==> src/ssmt_pkg.sv <==
// Shared constants, types and operation codes of the sorted sparse matrix table.
`timescale 1ns / 1ps
`default_nettype none
package ssmt_pkg;

    localparam int CAPACITY   = 64;
    localparam int INDEX_BITS = 16;
    localparam int KEY_W      = 2 * INDEX_BITS;
    localparam int CNT_W      = $clog2(CAPACITY + 1);
    localparam int IDX_W      = $clog2(CAPACITY);
    localparam int SCAN_W     = $clog2(CAPACITY);

    // broadcast operation applied to every cell at once
    localparam logic [1:0] OP_NONE   = 2'd0;
    localparam logic [1:0] OP_INSERT = 2'd1;
    localparam logic [1:0] OP_DELETE = 2'd2;
    localparam logic [1:0] OP_UPDATE = 2'd3;

    localparam logic MODE_READ  = 1'b0;
    localparam logic MODE_WRITE = 1'b1;

    typedef struct packed {
        logic        mode;
        logic [15:0] row_index;
        logic [15:0] col_index;
        logic [63:0] write_value;
    } t_in;

    typedef struct packed {
        logic [63:0] read_value;
        logic        hit;
        logic [6:0]  entry_count;
        logic        overflow;
    } t_out;

    typedef struct packed {
        logic [KEY_W-1:0] key;
        logic [63:0]      value;
    } t_entry;

    typedef struct packed {
        logic        hit;
        logic [63:0] value;
    } t_acc;

    typedef struct packed {
        logic             clr;
        logic             scan;
        logic [1:0]       op;
        logic [KEY_W-1:0] key;
        logic [63:0]      wval;
        logic [CNT_W-1:0] count;
    } t_cell_ctrl;

endpackage
`default_nettype wire

==> src/ssmt_cell.sv <==
// One table cell: holds an entry, shifts with its neighbors, and forwards the lookup result.
`timescale 1ns / 1ps
`default_nettype none
module ssmt_cell (
    input  wire                        i_clk,
    input  wire                        i_rst_n,
    input  wire [ssmt_pkg::IDX_W-1:0]  i_idx,
    input  ssmt_pkg::t_cell_ctrl       i_ctrl,
    input  ssmt_pkg::t_entry           i_prev,
    input  wire                        i_prev_lt,
    input  ssmt_pkg::t_entry           i_next,
    input  ssmt_pkg::t_acc             i_acc,
    output ssmt_pkg::t_entry           o_entry,
    output logic                       o_lt,
    output ssmt_pkg::t_acc             o_acc
);
    import ssmt_pkg::*;

    t_entry r_entry;
    t_entry n_entry;
    logic   r_hit;
    logic   n_hit;
    logic [63:0] r_aval;
    logic [63:0] n_aval;
    logic   in_use;
    logic   lt;
    logic   eq;

    // only the first count cells hold live entries
    assign in_use = CNT_W'(i_idx) < i_ctrl.count;
    assign lt     = in_use && (r_entry.key < i_ctrl.key);
    assign eq     = in_use && (r_entry.key == i_ctrl.key);

    always_comb begin
        n_entry = r_entry;
        case (i_ctrl.op)
            OP_INSERT: begin
                if (!lt) begin
                    if (i_prev_lt) begin
                        n_entry.key   = i_ctrl.key;
                        n_entry.value = i_ctrl.wval;
                    end else begin
                        n_entry = i_prev;
                    end
                end
            end
            OP_DELETE: begin
                if (!lt) begin
                    n_entry = i_next;
                end
            end
            OP_UPDATE: begin
                if (eq) begin
                    n_entry.value = i_ctrl.wval;
                end
            end
            default: begin
                n_entry = r_entry;
            end
        endcase
    end

    always_comb begin
        n_hit  = r_hit;
        n_aval = r_aval;
        if (i_ctrl.clr) begin
            n_hit  = 1'b0;
            n_aval = '0;
        end else if (i_ctrl.scan) begin
            n_hit  = i_acc.hit | eq;
            n_aval = i_acc.value | (eq ? r_entry.value : 64'd0);
        end
    end

    always_ff @(posedge i_clk) begin
        r_entry <= n_entry;
        r_aval  <= n_aval;
        if (!i_rst_n) begin
            r_hit <= 1'b0;
        end else begin
            r_hit <= n_hit;
        end
    end

    assign o_entry     = r_entry;
    assign o_lt        = lt;
    assign o_acc.hit   = r_hit;
    assign o_acc.value = r_aval;

endmodule
`default_nettype wire

==> config.mk <==
export PLATFORM = sky130hd
export DESIGN_NAME = ssmt_cell
export DESIGN_NICKNAME = d
export VERILOG_FILES = /design/src/ssmt_pkg.sv /design/src/ssmt_cell.sv
export SDC_FILE = /design/constraint.sdc
export NUM_CORES = 1
export LEC_CHECK = 0
export BUFFER_PORTS_ARGS = -buffer_cell sky130_fd_sc_hd__buf_2
export CORE_AREA = 2 2 206 208
export DETAILED_ROUTE_END_ITERATION = 10
export DIE_AREA = 0 0 208 210
export GPL_TIMING_DRIVEN = 0
export PLACE_DENSITY = 0.44
export SLEW_MARGIN = 25
export SYNTH_ARGS = -nofsm -noshare
export SYNTH_HDL_FRONTEND = slang
export SYNTH_SLANG_ARGS = --single-unit
==> constraint.sdc <==
create_clock -name i_clk -period 7.2 [get_ports i_clk]
set_input_delay 1.08 -clock i_clk [delete_from_list [all_inputs] [get_ports i_clk]]
set_output_delay 1.08 -clock i_clk [all_outputs]
set_load 0.005 [all_outputs]
; ---- Word-level counts from Yosys, hierarchy flattened
; Index checks and enable logic that the tools add are counted.
[totals]
reg_bits = 161
output_inout_bits = 162
word_cells = 30
[op_classes]
n_lt_le_gt_ge = 2
eq_ne = 7
muxes = 7
n_bitwise = 3
reduce_logical = 7
[op_table]
columns = operator, count
row1 = 96-bit two-way mux, 3
row2 = 64-bit case mux with 3 select lines, 1
row3 = 64-bit two-way mux, 2
row4 = 64-bit OR, 1
row5 = 32-bit case mux with 2 select lines, 1
row6 = 32-bit == test, 1
row7 = 32-bit < comparator, 1
row8 = 6-bit by 7-bit < comparator with 1-bit output, 1
row9 = "2-bit != test, second input constant", 3
row10 = "2-bit == test, second input constant", 2
row11 = 4-bit AND reduction, 1
row12 = 3-bit AND reduction, 1
row13 = 3-bit nonzero test, 1
row14 = "2-bit by 1-bit == test with 1-bit output, second input constant", 1
row15 = 1-bit logical AND, 2
row16 = 2-bit nonzero test, 1
row17 = 2-bit OR reduction, 1
row18 = 1-bit inverter, 1
row19 = 1-bit OR, 1

; ---- Logic depth before layout (Yosys ltp)
[depth]
depth_word = 4
ltp_mapped = 10
depth_no_buf = 8

; ---- Least setup slack after synthesis
; OpenSTA, ideal clock, no wires.
[synth_path]
path_type = input-to-reg
startpoint = input i_ctrl[100] (netlist bit)
endpoint = register r_entry (netlist bit o_entry[0]) (enable)
t_arrival_ps = 5629
path_slack_ps = 1064
path_stages = 9
path_cell_list = inv_1 ha_1 nand4_2 nor4_2 and4_1 and4_4 buf_4 a21oi_1 a21oi_1
[synth_via]
elab_chain_cells = 4
elab_cells_between_ends = 8
[synth_rtl]
columns = element, line_no
row1 = from (decl), ssmt_cell.sv:8  ; input ssmt_pkg::t_cell_ctrl i_ctrl,
row2 = 32-bit < comparator / 32-bit == test (equally long branches), "ssmt_cell.sv:31, ssmt_cell.sv:32"
row3 = "1-bit logical AND, on equally long branches", "ssmt_cell.sv:31, ssmt_cell.sv:32"
row4 = 2-bit != test (no line), --
row5 = 4-bit AND reduction (no line) *, --
row6 = to (signal assigned), ssmt_cell.sv:76  ; r_entry <= n_entry;
row7 = to (decl), ssmt_cell.sv:19  ; t_entry r_entry;
; Every way passes the cells marked *; elsewhere a longest branch is shown, timed or not.
; A chain may end at the register's enable or synchronous reset.

; ---- Final worst setup path
[layout_path]
startpoint = input i_ctrl[85] (netlist bit)
endpoint = output o_lt
[layout_via]
elab_chain_cells = 2
[layout_rtl]
columns = element, line_no
row1 = 32-bit < comparator, ssmt_cell.sv:31  ; assign lt = in_use && (r_entry.key < i_ctrl.key);
row2 = 1-bit logical AND, ssmt_cell.sv:31
row3 = to (decl), ssmt_cell.sv:14  ; output logic o_lt,
; Every way passes these cells.

==> results.txt <==
The flow ran to the end, and the final reports show no timing, DRC or antenna violations. Setup repair after global routing left no endpoint under its margin. After clock tree synthesis, the flow added hold-fix buffers numbering 0.

Once the clock tree was built, the setup fixing pass inserted 0 buffers. Final-report max-slew violation count: 0. The startpoint of the worst register-to-register path is o_entry[90]. The maximum fanout encountered on the critical timing path is 3, and the area of all sequential standard cells is 4184 µm².

The sequential power share came out at 0.429. The multi-input combinational cells in the finished layout cover a total of 4193 µm². The dominant synthesized flop cell was sky130_fd_sc_hd__edfxtp_1. The relative slew slack is 0.3274. TritonCTS built the clock tree. Among all stages on the critical path, the largest delay is contributed by sky130_fd_sc_hd__a211oi_1. The setup path with the least slack is of type in2out. The run gives 460 ps as the clock insertion delay at the later pin of the skew report. After filler insertion, the fill cell instance count of the layout stands at 4466.

The tools report the number of remaining DRC errors as 0. The number of violations reported at the end of detailed-routing iteration 0 came out at 529. The floorplan step defined a core boundary enclosing 41480 µm². The clock network fraction of design power is 0.359, and the number of maximum-capacitance violations is 0. The number of I/O pins is 535. The count of endpoints failing hold in the final timing report is 0. The internal power of the cells totals 0.001871 W. The final setup skew was 18.92 ps. Static timing analysis puts the maximum clock frequency at 225.9 MHz. The switching part of the total power is 0.2913. The worst setup path is captured at an output port. Measured along the y axis, the die boundary spans 210 µm. Signed area change from the synthesized netlist to the final layout: 46.45%.

After routing the design area is 13000 µm². In this run the remaining antenna-violating nets after routing total 0. The tools report the first-pass GRT wire length as 62.48 mm. The total cell area at the placement stage is 12390 µm², and the via count of the first global-routing pass is 9550. Leaving out fill and tap cells, the most frequent cells in the layout are sky130_fd_sc_hd__buf_2 (533), sky130_fd_sc_hd__a22oi_1 (126), sky130_fd_sc_hd__o21ai_0 (103), sky130_fd_sc_hd__edfxtp_1 (96), sky130_fd_sc_hd__nor2_1 (69). The netlist uses 32 different library cells. The delay of the slowest cell on the worst path came out at 690 ps. For the via count of the routed design, the log shows 9260. At the worst endpoint, the required time is 6120 ps. In this run, synthesis inferred 96 flip-flops with an integrated enable. The clock-pin slew reported for the worst setup and hold paths after clock tree synthesis is 60 ps.

The clock passes through at most 2 buffers. Grouping stages by cell kind, the critical path spends the most delay in compound AO/OA/AOI/OAI gates. The number of clock sinks seen by CTS is 161.

The clock tree root driver cell is sky130_fd_sc_hd__clkbuf_16. Synthesis inferred 161 register bits. The total power per unit cell area is 203.1 nW/µm², and the number of instances in the synthesized netlist is 865. The final clock period utilization by the worst path came out at 0.6150.

The startpoint type of the worst setup path is a primary input. The effective utilization at floorplan was 0.2140; the number of instances resized during post-cts repair was 0. In this run the most critical hold path is launched from r_aval[9]. The worst hold-check slack is 480.5 ps, and the share of the yosys chip area belonging to registers is 0.4714. For this run, the number of Yosys warnings is 0. The share of post-route cells with drive strength above 1 is 0.4627. The most numerous cell type found on the critical path is sky130_fd_sc_hd__buf_2.

Dividing the detail-routed wire length by the instance count gives 22.19 µm. The final layout contains routed wiring with a total length of 43.88 mm. The initial antenna violation count was 10; the final setup violation count was 0. For the clock buffer count from CTS, the log shows 17.

The average instance in the mapped netlist occupies 10.26 µm². IR analysis of the VDD net gives a maximum drop of 128.9 µV. CTS built an H-tree with a depth of 4.

In this run the worst setup path begins at i_ctrl[85]. The pin count of the biggest net entering global routing was 20; the total buffers and inverters traversed by the critical path was 3. The run gives 0.1952 as the global-route total usage across every layer. The number of vias per cell after detailed routing was 4.681; the final critical delay including setup and external delays was 4428 ps. The placement row count was 75; the worst endpoint data arrival time was 3350 ps.

The path class of the tightest hold or removal check is reg2reg. The signal on the critical path passes through buf_2 -> inv_1 -> ha_1 -> a21oi_1 -> nand2_1 -> a221o_1 -> a211o_1 -> a211oi_1 -> buf_2. The floorplan step defined a die boundary enclosing 43680 µm². The detailed placer's ending HPWL was 35.70 mm; the summed instance area of the synthesized netlist was 8876 µm². The net count of the finished layout is 1835.

The relative contribution of combinational cells to total power is 0.212. The total overflow left after global routing is 0. In this run the horizontal extent of the chip is 208 µm. The fraction of synthesis flops using an asynchronous set or reset pin works out to 0. The detailed-routing iteration count for the pre-antenna-repair pass is 6. In this run the static leakage power is 5.731 nW.

Port buffering added 532 buffers. The most frequent standard cell in the layout excluding fill and tap cells is sky130_fd_sc_hd__buf_2. Transition time of the tightest slew-check pin: 1009 ps. When the netlist entered floorplanning its net count stood at 1278.

Routability-driven placement finished with a final weighted congestion of 0.8292. Net switching power of the design: 0.0007689 W.
==> per-stage QoR <==
step | power, W | setup slack (ps) | util | instances | setup TNS, ps
after floorplan | 0.001377 | 1064 | - | 865 | 0
after global placement | 0.001702 | -2237 | 0.2944 | 1936 | -142890
after detailed placement | 0.001721 | 2760 | 0.2986 | 1942 | 0
after CTS | 0.002685 | 2745 | 0.3132 | 1974 | 0
after global routing | 0.002766 | 2605 | 0.3133 | 1976 | 0
final | 0.002640 | 2772 | 0.3134 | 1978 | 0
==> routing by layer <==
metal,track usage,routed length [µm],up-vias
met3,0.05095,3005,58
met2,0.3519,22540,405
met1,0.2218,17270,4375
met5,0,62,-
li1,-,-,4412
met4,0.07043,1000,10
==> state kept, by name, indices dropped and copies added, names as in the netlist <==
name / flops
o_entry: 96
r_aval: 64
r_hit: 1
==> power groups by stage <==
stage	clock network, W	registers [W]	logic [W]
after global routing	0.00101	0.00114	0.000616
after floorplan	0	0.00115	0.000225
after CTS	0.000982	0.00113	0.000569
after detailed placement	0	0.00115	0.000567
after global placement	0	0.00116	0.000540
final	0.000947	0.00113	0.000561
==> cells by family (layout without fill, tap and decap cells) <==
group,after synthesis,after routing,synth area share
AOI/OAI and AO/OA,384,384,0.3125
muxes,32,32,0.03609
and+or+nand+nor,134,134,0.06499
buffers and inverters,114,684,0.05864
adders and majority gates,40,40,0.05639
DFF,161,161,0.4714
other,0,4,0
==> area by class of cell <==
class,instances,area share
Antenna cell,4,0.0007700
Clock inverter,5,0.002791
Sequential cell,161,0.3219
Multi-Input combinational cell,590,0.3226
Clock buffer,27,0.04360
Timing Repair Buffer,538,0.2163
Tap cell,539,0.05188
Inverter,40,0.01155
Buffer,74,0.02868
==> worst min-delay path: stages, from the launching register on <==
cell	delay (ps)
sky130_fd_sc_hd__dfxtp_1	310
sky130_fd_sc_hd__nor2_1	80
sky130_fd_sc_hd__a211oi_1	50
==> worst paths after layout <==
kind / endpoint / slack [ps] / depth (start not counted)
worst max register to register: o_entry[32] / 3910 / 11
worst max-delay path: o_lt / 2770 / 9
worst min-delay path: r_aval[9] / 480 / 2
worst min register to register: r_aval[9] / 480 / 2
==> synth_stat cells, types with 3 or more instances <==
| cell | number | share of area |
|---|---|---|
| sky130_fd_sc_hd__a211oi_1 | 26 | 0.022 |
| sky130_fd_sc_hd__a211oi_2 | 40 | 0.056 |
| sky130_fd_sc_hd__a21oi_1 | 43 | 0.024 |
| sky130_fd_sc_hd__a21oi_2 | 40 | 0.039 |
| sky130_fd_sc_hd__a22oi_1 | 126 | 0.11 |
| sky130_fd_sc_hd__buf_12 | 5 | 0.011 |
| sky130_fd_sc_hd__buf_4 | 3 | 0.0025 |
| sky130_fd_sc_hd__clkbuf_1 | 64 | 0.027 |
| sky130_fd_sc_hd__dfxtp_1 | 65 | 0.15 |
| sky130_fd_sc_hd__edfxtp_1 | 96 | 0.32 |
| sky130_fd_sc_hd__ha_1 | 40 | 0.056 |
| sky130_fd_sc_hd__inv_1 | 40 | 0.017 |
| sky130_fd_sc_hd__mux2i_1 | 32 | 0.036 |
| sky130_fd_sc_hd__nand2_1 | 43 | 0.018 |
| sky130_fd_sc_hd__nand3_1 | 4 | 0.0023 |
| sky130_fd_sc_hd__nand4_1 | 3 | 0.0021 |
| sky130_fd_sc_hd__nor2_1 | 70 | 0.030 |
| sky130_fd_sc_hd__nor2b_1 | 5 | 0.0035 |
| sky130_fd_sc_hd__o21ai_0 | 103 | 0.058 |
(Power assumes the default switching activity.)
